===== config.mk =====
export PLATFORM = sky130hd
export DESIGN_NAME = rlbs_cell
export DESIGN_NICKNAME = d
export VERILOG_FILES = /design/src/design/rlbs_pkg.sv /design/src/design/rlbs_cell.sv
export SDC_FILE = /design/constraint.sdc
export NUM_CORES = 1
export LEC_CHECK = 0
export ABC_AREA = 0
export BUFFER_PORTS_ARGS = -buffer_cell sky130_fd_sc_hd__buf_4
export CORE_MARGIN = 5
export CORE_UTILIZATION = 51
export DETAILED_ROUTE_END_ITERATION = 10
export PLACE_DENSITY = 0.95
export SYNTH_ARGS = -nofsm -noshare
export SYNTH_HDL_FRONTEND = slang
export SYNTH_SLANG_ARGS = --single-unit

===== constraint.sdc =====
create_clock -name clock -period 9.8 [get_ports clock]
set_input_delay 0.49 -clock clock [delete_from_list [all_inputs] [get_ports clock]]
set_output_delay 0.49 -clock clock [all_outputs]
set_load 0.01 [all_outputs]

===== src/design/rlbs_pkg.sv =====
// Shared types and constants for the reserve / bid / round-robin task picker.
// Used by the top level, rlbs_cell and the testbench; no dependencies.
package rlbs_pkg;

   localparam int IDX_W  = 8;   // slot index and list position, up to 256 slots
   localparam int CNT_W  = 8;
   localparam int BID_W  = 16;  // widest bid
   localparam int PCT_W  = 7;
   localparam int PFX_W  = 9;   // reserve prefix sum and lottery draw
   localparam int CHG_W  = 32;
   localparam int SEED_W = 30;
   localparam int OP_W   = 3;
   localparam int SLOT_W = 6;
   localparam int AMT_W  = 10;
   localparam int STAT_W = 2;
   localparam int LVL_W  = 2;
   localparam int REQ_W  = 24;
   localparam int RSP_W  = 80;

   localparam logic [OP_W-1:0] OP_PICK    = 3'd0;
   localparam logic [OP_W-1:0] OP_ALLOC   = 3'd1;
   localparam logic [OP_W-1:0] OP_RESERVE = 3'd2;
   localparam logic [OP_W-1:0] OP_BID     = 3'd3;
   localparam logic [OP_W-1:0] OP_RUN     = 3'd4;
   localparam logic [OP_W-1:0] OP_FREE    = 3'd5;

   localparam logic [STAT_W-1:0] ST_OK     = 2'd0;
   localparam logic [STAT_W-1:0] ST_RANGE  = 2'd1;
   localparam logic [STAT_W-1:0] ST_BUDGET = 2'd2;
   localparam logic [STAT_W-1:0] ST_FULL   = 2'd3;

   localparam logic [LVL_W-1:0] LV_NONE    = 2'd0;
   localparam logic [LVL_W-1:0] LV_RESERVE = 2'd1;
   localparam logic [LVL_W-1:0] LV_BID     = 2'd2;
   localparam logic [LVL_W-1:0] LV_RR      = 2'd3;

   // multiplier 1103515245 reduced mod 2^30; only low product bits matter
   localparam logic [SEED_W-1:0] LCG_MUL   = 30'd29773421;
   localparam logic [SEED_W-1:0] LCG_ADD   = 30'd12345;
   localparam logic [SEED_W-1:0] SEED_INIT = 30'd100;

   localparam logic [32:0]      NANO_PER_BID   = 33'd25;
   localparam logic [CHG_W-1:0] NANO_PER_MICRO = 32'd1000;
   localparam logic [AMT_W-1:0] PERCENT_MAX    = 10'd100;

   typedef struct packed {
      logic [PFX_W-1:0] num;
      logic [IDX_W-1:0] rr_next;
      logic [IDX_W-1:0] slot;
      logic [BID_W-1:0] amount;
   } query_type;

   typedef struct packed {
      logic [PFX_W-1:0] prefix;
      logic             lot_hit;
      logic [IDX_W-1:0] lot_slot;
      logic             bid_hit;
      logic [IDX_W-1:0] bid_pos;
      logic [IDX_W-1:0] bid_slot;
      logic [BID_W-1:0] bid_val;
      logic             rrh_hit;
      logic [IDX_W-1:0] rrh_slot;
      logic             rrl_hit;
      logic [IDX_W-1:0] rrl_slot;
      logic             t_use;
      logic [PCT_W-1:0] t_pct;
      logic [BID_W-1:0] t_bid;
      logic [IDX_W-1:0] t_pos;
      logic [CNT_W-1:0] cnt_gt;
      logic [CNT_W-1:0] cnt_ge;
   } sweep_type;

   typedef struct packed {
      logic             en;
      logic [OP_W-1:0]  op;
      logic [IDX_W-1:0] slot;
      logic [BID_W-1:0] amount;
      logic             flag;
      logic [IDX_W-1:0] tpos;
      logic [IDX_W-1:0] rank;
      logic             remove;
      logic             insert;
   } cmd_type;

endpackage


===== src/design/rlbs_cell.sv =====
// One slot cell: holds the slot's flags, percent, bid and bid-list position,
// folds its part into the sweep beat passing by, and applies commits. Uses rlbs_pkg.
module rlbs_cell
   import rlbs_pkg::*;
#(
   parameter int IDX = 0
) (
   input  logic      clock,
   input  logic      reset,
   input  logic      acc_valid_in,
   input  sweep_type acc_in,
   input  query_type query,
   input  cmd_type   cmd,
   output logic      acc_valid_out,
   output sweep_type acc_out
);

   logic             use_ff, use_in;
   logic             run_ff, run_in;
   logic [PCT_W-1:0] pct_ff, pct_in;
   logic [BID_W-1:0] bid_ff, bid_in;
   logic [IDX_W-1:0] pos_ff, pos_in;
   logic             acc_valid_ff;
   sweep_type        acc_ff, acc_in_nxt;

   logic [IDX_W-1:0] me;
   logic             in_list, is_tgt, is_cmd_tgt;
   logic [PFX_W-1:0] top;
   logic [IDX_W-1:0] pos_rm, pos_ins;

   assign me         = IDX_W'(IDX);
   assign in_list    = use_ff && (pct_ff == '0);
   assign is_tgt     = (query.slot == me);
   assign is_cmd_tgt = (cmd.slot == me);
   assign top        = acc_in.prefix + PFX_W'(pct_ff);

   always_comb begin
      acc_in_nxt        = acc_in;
      acc_in_nxt.prefix = top;
      // lottery: this slot owns entries [prefix, prefix+pct)
      if (pct_ff != '0 && run_ff && query.num >= acc_in.prefix && query.num < top) begin
         acc_in_nxt.lot_hit  = 1'b1;
         acc_in_nxt.lot_slot = me;
      end
      if (in_list && run_ff && (!acc_in.bid_hit || pos_ff < acc_in.bid_pos)) begin
         acc_in_nxt.bid_hit  = 1'b1;
         acc_in_nxt.bid_pos  = pos_ff;
         acc_in_nxt.bid_slot = me;
         acc_in_nxt.bid_val  = bid_ff;
      end
      if (run_ff && me >= query.rr_next && !acc_in.rrh_hit) begin
         acc_in_nxt.rrh_hit  = 1'b1;
         acc_in_nxt.rrh_slot = me;
      end
      if (run_ff && !acc_in.rrl_hit) begin
         acc_in_nxt.rrl_hit  = 1'b1;
         acc_in_nxt.rrl_slot = me;
      end
      if (is_tgt) begin
         acc_in_nxt.t_use = use_ff;
         acc_in_nxt.t_pct = pct_ff;
         acc_in_nxt.t_bid = bid_ff;
         acc_in_nxt.t_pos = pos_ff;
      end
      // ranks for list insertion, target excluded
      if (in_list && !is_tgt) begin
         if (bid_ff > query.amount) begin
            acc_in_nxt.cnt_gt = acc_in.cnt_gt + CNT_W'(1);
         end
         if (bid_ff >= query.amount) begin
            acc_in_nxt.cnt_ge = acc_in.cnt_ge + CNT_W'(1);
         end
      end
   end

   assign pos_rm  = (cmd.remove && pos_ff > cmd.tpos) ? pos_ff - IDX_W'(1) : pos_ff;
   assign pos_ins = (cmd.insert && pos_rm >= cmd.rank) ? pos_rm + IDX_W'(1) : pos_rm;

   always_comb begin
      use_in = use_ff;
      run_in = run_ff;
      pct_in = pct_ff;
      bid_in = bid_ff;
      pos_in = pos_ff;
      if (cmd.en) begin
         pos_in = pos_ins;
         if (is_cmd_tgt) begin
            unique case (cmd.op)
               OP_ALLOC: begin
                  use_in = 1'b1;
                  run_in = 1'b0;
                  pct_in = '0;
                  bid_in = '0;
                  pos_in = cmd.rank;
               end
               OP_RESERVE: begin
                  bid_in = '0;
                  pct_in = cmd.amount[PCT_W-1:0];
               end
               OP_BID: begin
                  pct_in = '0;
                  bid_in = cmd.amount;
                  pos_in = cmd.rank;
               end
               OP_RUN: begin
                  run_in = cmd.flag;
               end
               OP_FREE: begin
                  use_in = 1'b0;
                  run_in = 1'b0;
                  pct_in = '0;
                  bid_in = '0;
               end
               default: begin
               end
            endcase
         end
      end
   end

   always_ff @(posedge clock) begin
      if (reset) begin
         use_ff       <= 1'b0;
         run_ff       <= 1'b0;
         pct_ff       <= '0;
         bid_ff       <= '0;
         pos_ff       <= '0;
         acc_valid_ff <= 1'b0;
      end else begin
         use_ff       <= use_in;
         run_ff       <= run_in;
         pct_ff       <= pct_in;
         bid_ff       <= bid_in;
         pos_ff       <= pos_in;
         acc_valid_ff <= acc_valid_in;
      end
   end

   always_ff @(posedge clock) begin
      acc_ff <= acc_in_nxt;
   end

   assign acc_valid_out = acc_valid_ff;
   assign acc_out       = acc_ff;

endmodule


Yosys cells after proc, flatten, opt, wreduce, memory -nomap -nowiden
Cells that the tools add are included.
{"block": "totals", "regBits": 151, "inputBits": 208, "output_inout_bits": 118}
{"block": "op_classes", "add_sub_neg": 5, "order_cmp": 8, "n_eq_ne": 5, "n_mux": 13, "reduce_logical": 33}
{"operator": "$mux W32", "count": 2}
{"operator": "$mux W8", "count": 6}
{"operator": "$pmux W16 S2", "count": 1}
{"operator": "$add A8 B1 Y8 const B", "count": 3}
{"operator": "$ge A16 B16 Y1", "count": 1}
{"operator": "$gt A16 B16 Y1", "count": 1}
{"operator": "$logic_not A8 Y1", "count": 2}
{"operator": "$mux W16", "count": 1}
{"operator": "$pmux W7 S2", "count": 1}
{"operator": "$logic_and A1 B1 Y1", "count": 12}
{"operator": "$reduce_and A3 Y1", "count": 4}
{"operator": "$add A9 B7 Y9", "count": 1}
{"operator": "$ge A9 B9 Y1", "count": 1}
{"operator": "$lt A9 B9 Y1", "count": 1}
{"operator": "$ge A1 B8 Y1 const A", "count": 1}
{"operator": "$ge A8 B8 Y1", "count": 1}
{"operator": "$gt A8 B8 Y1", "count": 1}
{"operator": "$lt A8 B8 Y1", "count": 1}
{"operator": "$reduce_bool A2 Y1", "count": 4}
{"operator": "$sub A8 B1 Y8 const B", "count": 1}
{"operator": "$logic_not A7 Y1", "count": 1}
{"operator": "$reduce_bool A7 Y1", "count": 1}
{"operator": "$eq A3 B2 Y1 const B", "count": 2}
{"operator": "$eq A3 B3 Y1 const B", "count": 2}
{"operator": "other kinds (6)", "count": 12}

Logic depth before layout (Yosys ltp)
Gate-level depths: netlist (run 1).
{"block": "logic_depth", "ltp_word": 8, "ltp_mapped": 16, "depth_no_buf": 16}

Least setup slack after synthesis (run 1)
OpenSTA, ideal clock, no wires.
{"block": "synth_timing", "path_type": "in2reg", "startpoint": "input port cmd[11] (netlist name)", "endpoint": "register pos_ff[5]", "t_arrival_ps": 3862, "required_ps": 9726, "slack_ps": 5864, "cell_stages": 15, "path_buffers": 0, "cell_sequence": "inv_1 -> ha_1 -> nor2b_1 -> o211ai_1 -> a21o_1 -> a2111oi_1 -> xor2_1 -> ha_1 -> a211o_1 -> a21o_1 -> a21oi_1 -> a21o_1 -> o21ai_0 -> a2111o_1 -> a31oi_1"}
{"block": "synth_via", "elab_chain_cells": 8}
{"item": "from (decl)", "line": "rlbs_cell.sv:13", "rtl": "input cmd_type cmd,"}
{"item": "$gt A8 B8 Y1 *", "line": "rlbs_cell.sv:76", "rtl": "assign pos_rm = (cmd.remove && pos_ff > cmd.tpos) ? pos_ff - IDX_W'(1) : pos_ff;"}
{"item": "$logic_and A1 B1 Y1 *", "line": "rlbs_cell.sv:76"}
{"item": "$mux W8 *", "line": "rlbs_cell.sv:76"}
{"item": "$ge A8 B8 Y1", "line": "rlbs_cell.sv:77", "rtl": "assign pos_ins = (cmd.insert && pos_rm >= cmd.rank) ? pos_rm + IDX_W'(1) : pos_rm;"}
{"item": "$logic_and A1 B1 Y1", "line": "rlbs_cell.sv:77"}
{"item": "$mux W8 *", "line": "rlbs_cell.sv:77"}
{"item": "$mux W8", "line": "rlbs_cell.sv:88", "rtl": "unique case (cmd.op)"}
{"item": "$mux W8 *", "line": "rlbs_cell.sv:87", "rtl": "if (is_cmd_tgt) begin"}
{"item": "to (signal assigned)", "line": "rlbs_cell.sv:134", "rtl": "pos_ff <= pos_in;"}
{"item": "to (decl)", "line": "rlbs_cell.sv:22", "rtl": "logic [IDX_W-1:0] pos_ff, pos_in;"}
Every way passes the cells marked *; elsewhere a longest branch is shown, timed or not.
A chain may end at the register's enable or synchronous reset.

Worst setup path after layout (run 1)
{"block": "layout_timing", "startpoint": "register pos_ff[5]", "endpoint": "register pos_ff[5]"}
{"block": "layout_via", "elab_chain_cells": 8}
{"item": "$gt A8 B8 Y1", "line": "rlbs_cell.sv:76"}
{"item": "$logic_and A1 B1 Y1", "line": "rlbs_cell.sv:76"}
{"item": "$mux W8 *", "line": "rlbs_cell.sv:76"}
{"item": "$ge A8 B8 Y1", "line": "rlbs_cell.sv:77"}
{"item": "$logic_and A1 B1 Y1", "line": "rlbs_cell.sv:77"}
{"item": "$mux W8 *", "line": "rlbs_cell.sv:77"}
{"item": "$mux W8", "line": "rlbs_cell.sv:88"}
{"item": "$mux W8 *", "line": "rlbs_cell.sv:87"}
Marks and branches as above.

==> results of run 1 <==
[flip-flops by register name (all words and copies together) (netlist names)]
register	count
pct_ff	7
run_ff	1
pos_ff	8
acc_valid_out	1
bid_ff	16
use_ff	1
acc_out	117
[logic make-up (layout without fill, tap and decap cells)]
| kind of cell | after synthesis | after routing | share of synthesized area, % |
|---|---|---|---|
| simple gates | 185 | 185 | 13.8 |
| compound gates | 157 | 157 | 14.1 |
| flops | 151 | 151 | 41.9 |
| buf+inv | 89 | 423 | 4.68 |
| fa+ha+maj | 68 | 68 | 11.9 |
| mux | 62 | 62 | 9.58 |
| xor+xnor | 34 | 34 | 4.12 |
[worst register-to-register path: cells and delay by family, from the launching register on]
kind | cells | cell delay, ns
AND/OR/NAND/NOR | 1 | 0.22
adder cells (fa/ha/maj) | 2 | 0.59
AO/OA/AOI/OAI | 9 | 2.68
flip-flops | 1 | 0.69
XOR/XNOR | 1 | 0.14
[worst min path at each step]
| stage | cells past startpoint | endpoint | slack (ns) | from |
|---|---|---|---|---|
| after floorplan | 2 | bid_ff[0]$_SDFFE_PP0P_ | 0.44 | bid_ff[0]$_SDFFE_PP0P_ |
| after global placement | 2 | bid_ff[0]$_SDFFE_PP0P_ | 0.46 | bid_ff[0]$_SDFFE_PP0P_ |
| after detailed placement | 2 | bid_ff[0]$_SDFFE_PP0P_ | 0.47 | bid_ff[0]$_SDFFE_PP0P_ |
| after CTS | 2 | acc_out[107]$_SDFF_PP1_ | 0.23 | acc_in[107] |
| after global routing | 2 | acc_out[7]$_DFF_P_ | 0.24 | acc_in[7] |
| final | 2 | acc_out[107]$_SDFF_PP1_ | 0.24 | acc_in[107] |
[layout make-up]
cell class | count | area (sq um)
Sequential cell | 151 | 3020
Timing Repair Buffer | 327 | 2450
Inverter | 64 | 240
Clock inverter | 15 | 189
Multi-Input combinational cell | 506 | 3880
Clock buffer | 17 | 425
Tap cell | 180 | 225
Fill cell | 888 | 3450
[cell usage after synthesis (all sizes together) (11+ instances only)]
library cell | number | share of area [%]
nand3 | 36 | 2.5
xnor2 | 20 | 2.4
clkbuf | 22 | 1.1
ha | 67 | 12
o21ai | 23 | 1.6
a21o | 22 | 2.3
nor2 | 11 | 0.57
and2 | 28 | 2.4
inv | 64 | 3.3
nand2 | 46 | 2.4
a21oi | 53 | 3.7
mux2 | 57 | 8.9
dfxtp | 151 | 42
xor2 | 14 | 1.7
[power groups by stage]
stage	Combinational (mW)	Clock, mW	Sequential (mW)
2_1_floorplan	0.0984	0	0.679
3_3_place_gp	0.236	0	0.670
3_5_place_dp	0.244	0	0.671
4_1_cts	0.249	0.703	0.658
5_1_grt	0.272	0.725	0.661
6_report	0.250	0.697	0.658
[per-layer routing]
metal | global-route usage, % | vias up | part of all wire [%]
met2 | 55.0 | 361 | 52
met3 | 7.51 | 72 | 8.1
met5 | 0 | - | 0.13
li1 | - | 3276 | -
met1 | 32.7 | 3382 | 36
met4 | 13.0 | 4 | 3.5
[through the flow]
stage,area [sq um],instances,util [%]
after global routing,10400,1260,75.2
final,10400,1260,75.2
after CTS,10400,1259,75.1
after floorplan,7220,746,-
after detailed placement,9810,1227,70.7
after global placement,9810,1227,70.7
==> impl_metrics.tcl, run 1 <==
set metrics [dict create \
    outcome "finished clean" \
    grt_pass1_vias 7372 \
    cts_tree "yes" \
    yosys_warnings 0 \
    r2r-end "pos_ff[5]$_SDFFE_PP0P_" \
    rows 43 \
    hold_viol 0 \
    grt_max_degree 37 \
    p_per_area_nw_per_um2 154 \
    leakagePower_nw 5.09 \
    syn_nets 1022 \
    final_common_cell "buf_4" \
    fin_crit_sh_pct 45.1 \
    drt_pass1_iterations 5 \
    cts.sinks 151 \
    clock_latency_ns 0.44 \
    track_usage_pct 30.0 \
    ys_ff_latch 151 \
    path_clk_slew_ns 0.07 \
    clockRootBuffer "clkbuf_16" \
    critPathArrivalTime_ns 4.77 \
    clock.fmax_ghz 0.226 \
    critPathLaunch "pos_ff[5]$_SDFFE_PP0P_" \
    syn_area_per_cell_sq_um 9.68 \
    core-area_sq_um 13900 \
    gp_congestion 0.870 \
    drv_cap 0 \
    synth_edf_count 0 \
    peakVddDrop_mv 0.107 \
    path_cells "ha_1, nand4_1, a21o_1, a2111oi_1, xor2_1, ha_1, a211o_1, a21o_1, a21oi_1, a21o_1, o21ai_0, a2111o_1, a31oi_1" \
    grt_pass1_wl_um 38800 \
    via_count 7095 \
    critPathKind "flop to flop" \
    power_mw 1.61 \
    ff2ff_setup_slack_ns 5.38 \
    place_ws_ns 5.45 \
    worst_slew_pin_slew_ns 1.13 \
    critical_path_required_ns 10.15 \
    die_area_sq_um 16600 \
    synth_ff_type "dfxtp_1" \
    initial_utilization_pct 52.0 \
    crit_path_frequent_cell "a21o_1" \
    die_width_um 129 \
    clockPowerShare_pct 43.4 \
    critPathBufInv 0 \
    wl_um 25800 \
    rsz0062_at_grt "no" \
    power_switching_share_pct 26.0 \
    max_slew_margin_pct 24.2 \
    drc 0 \
    skew_ns 0.0143 \
    switchingPower_uw 418 \
    startpoint_type "flop" \
    seq_power_share_pct 41.0 \
    crit_family "compound AO/OA/AOI/OAI gates" \
    r2r_cells 13 \
    cts_post_setup_buffers_inserted 0 \
    setup_ws_ns 5.38 \
    finalSetupViolations 0 \
    slew_viol_final 0 \
    setup_tns_ns 0 \
    hold_path_class "input port to flop" \
    drt_iter0_markers 466 \
    drive_gt1_share_pct 39.0 \
    drt-wirelength-per-cell_um 20.4 \
    r2r-start "pos_ff[5]$_SDFFE_PP0P_" \
    cp.depth 13 \
    synth_area_sq_um 7220 \
    crit_path_end_kind "flop" \
    holdWs_ns 0.239 \
    cts_resized 0 \
    io_buffers 325 \
    internal-power_mw 1.19 \
    syn_inst 746 \
    cts_made_buffers 17 \
    crit_path_top_delay_cell "a2111oi_1" \
    endpoint "pos_ff[5]$_SDFFE_PP0P_" \
    hpwl_um 19100 \
    slowest_delay_ns 0.78 \
    antenna_cells 0 \
    avgViaCountPerCell 5.63 \
    postCtsHoldBufs 0 \
    ant_nets 0 \
    async_flop_share_pct 0 \
    die_y_um 129 \
    comb_power_share_pct 15.6 \
    areaGrowthSynthToFinish_pct 44.5 \
    yosysSeqAreaShare_pct 41.9 \
    cp_max_fo 14 \
    clockBufferDepth 2 \
    htree_num_levels 4 \
    nets 1343 \
    grt_overflow 0 \
    ioPinCount 326 \
    layout_min_cycle_time_ns 4.42 \
    layout_common_cells "buf_4, dfxtp_1, ha_1" \
    antenna_found_initial 2 \
    yosysUniqueCellTypes 55 \
]
Note: power is estimated with default switching activity, not from simulation.
==> run 2, diff against run 1 <==
--- a/config.mk
+++ b/config.mk
@@ -8,9 +8,9 @@
 export ABC_AREA = 0
 export BUFFER_PORTS_ARGS = -buffer_cell sky130_fd_sc_hd__buf_4
 export CORE_MARGIN = 5
-export CORE_UTILIZATION = 51
+export CORE_UTILIZATION = 43
 export DETAILED_ROUTE_END_ITERATION = 10
-export PLACE_DENSITY = 0.95
+export PLACE_DENSITY = 0.88
 export SYNTH_ARGS = -nofsm -noshare
 export SYNTH_HDL_FRONTEND = slang
 export SYNTH_SLANG_ARGS = --single-unit
==> constraint.sdc (replaced) <==
create_clock -name clock -period 3.6 [get_ports clock]
set_input_delay 0.18 -clock clock [delete_from_list [all_inputs] [get_ports clock]]
set_output_delay 0.18 -clock clock [all_outputs]
set_load 0.01 [all_outputs]
==> run 2 against run 1 <==
Against the previous run:
- the run now ends with setup timing left
- die area up 17%
- worst setup slack got worse by 5.4 ns
- first-iteration DRC count increased by 15%
- sequential power grew to 2.7 times the previous value
- register-to-register slack worse by 5.4 ns
- critical endpoint unchanged
==> impl_metrics.tcl, run 2 (same netlist as run 1, synthesis figures left out) <==
set metrics [dict create \
    avgViaCountPerCell 5.43 \
    crit_path_top_delay_cell "a2111o_1" \
    grt_max_degree 37 \
    rows 47 \
    core-area_sq_um 16500 \
    critical_path_required_ns 3.94 \
    nets 1472 \
    placed_area_sq_um 10100 \
    crit_family "compound AO/OA/AOI/OAI gates" \
    outcome "complete, but fails checks" \
    final_common_cell "buf_4" \
    path_cells "ha_4, nor2b_1, o211ai_1, a21o_1, a2111o_1, xor2_2, inv_1, ha_1, nand3_2, a21oi_2, a21oi_2, a21o_1, or3_4, a2111o_1, a31oi_1" \
    multi_input_area_sq_um 4020 \
    clockRootBuffer "clkbuf_16" \
    track_usage_pct 29.2 \
    clock_latency_ns 0.42 \
    wl_um 29700 \
    drv_cap 0 \
    cts_tree "yes" \
    comb_power_share_pct 19.3 \
    seqCellArea_sq_um 3030 \
    hpwl_um 19500 \
    grt_overflow 0 \
    hold_path_class "input port to flop" \
    ioPinCount 326 \
    hold_depth 2 \
    die_area_sq_um 19500 \
    r2r-start "pos_ff[1]$_SDFFE_PP0P_" \
    drc 0 \
    hold_viol 0 \
    leakagePower_nw 5.66 \
    path_clk_slew_ns 0.07 \
    setup_ws_ns -0.0604 \
    crit_path_end_kind "flop" \
    io_buffers 325 \
    max_slew_margin_pct 21.2 \
    ant_nets 0 \
    critPathArrivalTime_ns 4.00 \
    drt-wirelength-per-cell_um 20.7 \
    cp_max_fo 4 \
    r2r-end "pos_ff[5]$_SDFFE_PP0P_" \
    htree_num_levels 4 \
    grt_pass1_vias 8127 \
    internal-power_mw 3.23 \
    p_per_area_nw_per_um2 378 \
    layout_min_cycle_time_ns 3.66 \
    antenna_found_initial 1 \
    drt_pass1_iterations 6 \
    slew_viol_final 0 \
    holdWs_ns 0.0137 \
    finalSetupViolations 2 \
    peakVddDrop_mv 0.302 \
    startpoint_type "flop" \
    dp_cells 1299 \
    switchingPower_mw 1.25 \
    clockPowerShare_pct 41.0 \
    drive_gt1_share_pct 39.5 \
    instances_no_fill 1430 \
    min_to "acc_out[103]$_SDFF_PP0_" \
    largest_reg_flops 117 \
    fillers 1079 \
    areaGrowthSynthToFinish_pct 64.0 \
    hold_start "acc_in[103]" \
    slowest_delay_ns 0.41 \
    initial_utilization_pct 43.7 \
    drt_iter0_markers 537 \
    worst_slew_pin_slew_ns 1.18 \
    violations "setup timing" \
    power_switching_share_pct 27.8 \
    cts.sinks 151 \
    r2r_cells 15 \
    ff2ff_setup_slack_ns -0.06 \
    layout_common_cells "buf_4, dfxtp_1, dlygate4sd3_1" \
    seq_power_share_pct 39.7 \
    grt_pass1_wl_um 45000 \
    skew_ns 0.0117 \
    cts_made_buffers 17 \
    clock.fmax_ghz 0.273 \
    critPathKind "flop to flop" \
    die_width_um 140 \
    critPathBufInv 1 \
    via_count 7765 \
    die_y_um 140 \
    final_area_sq_um 11800 \
    rsz0062_at_grt "yes" \
    fin_crit_sh_pct 102 \
    clockBufferDepth 2 \
    gp_congestion 0.931 \
]
==> run 2: worst max-delay path by stage <==
stage               depth (start not counted)                    from                     end  slack (ns)
detailed placement                         15  pos_ff[5]$_SDFFE_PP0P_  pos_ff[5]$_SDFFE_PP0P_       -0.06
finish                                     15  pos_ff[1]$_SDFFE_PP0P_  pos_ff[5]$_SDFFE_PP0P_       -0.06
CTS                                        16  pos_ff[1]$_SDFFE_PP0P_  pos_ff[5]$_SDFFE_PP0P_       0.003
global placement                           15  pos_ff[6]$_SDFFE_PP0P_  pos_ff[5]$_SDFFE_PP0P_        0.02
floorplan                                  16  pos_ff[0]$_SDFFE_PP0P_  pos_ff[5]$_SDFFE_PP0P_        0.03
global route                               15  pos_ff[1]$_SDFFE_PP0P_  pos_ff[5]$_SDFFE_PP0P_       -0.20
==> run 2: area by class of cell <==
cell class              count  area share (%)
repair buffers            456            31.0
flip-flops and latches    151            25.6
clock inverters            15            1.56
multi-input cells         506            33.9
inverters                  64            2.03
well taps                 220            2.32
diodes                      1          0.0211
clock buffers              17            3.59
==> run 2: power groups by stage <==
stage          registers (mW)  clock network, mW  logic, mW
2_1_floorplan            1.85                  0      0.273
3_3_place_gp             1.81                  0      0.698
3_5_place_dp             1.81                  0      0.718
4_1_cts                  1.77               1.84      0.816
5_1_grt                  1.78               1.93      0.925
6_report                 1.78               1.83      0.863
==> run 2: what timing repair did <==
action	in CTS	in global routing
gates cloned	0	1
hold buffers	95	0
resized for setup	5	23
endpoints found under the hold margin	95	0
setup endpoints to repair	2	16
setup buffers	0	2
pin swaps	1	21
==> run 2: stage by stage <==
step                      utilization, %  setup WS (ns)  power, mW  setup TNS, ns
final                               71.7        -0.0604       4.48        -0.0687
after global routing                71.7         -0.198       4.64         -0.731
after CTS                           71.0        0.00303       4.43              0
after detailed placement            61.3        -0.0589       2.53        -0.0589
after global placement              61.3         0.0182       2.51              0
after floorplan                        -         0.0294       2.12              0
==> run 2: metal layers <==
metal  vias to the layer above  global-route usage [%]  wire, um
met5                         -                       0         0
met4                         0                    12.6      1360
met3                       101                    6.79      2050
met2                       462                    54.2     15500
met1                      3662                    31.5     10800
li1                       3540                       -         -
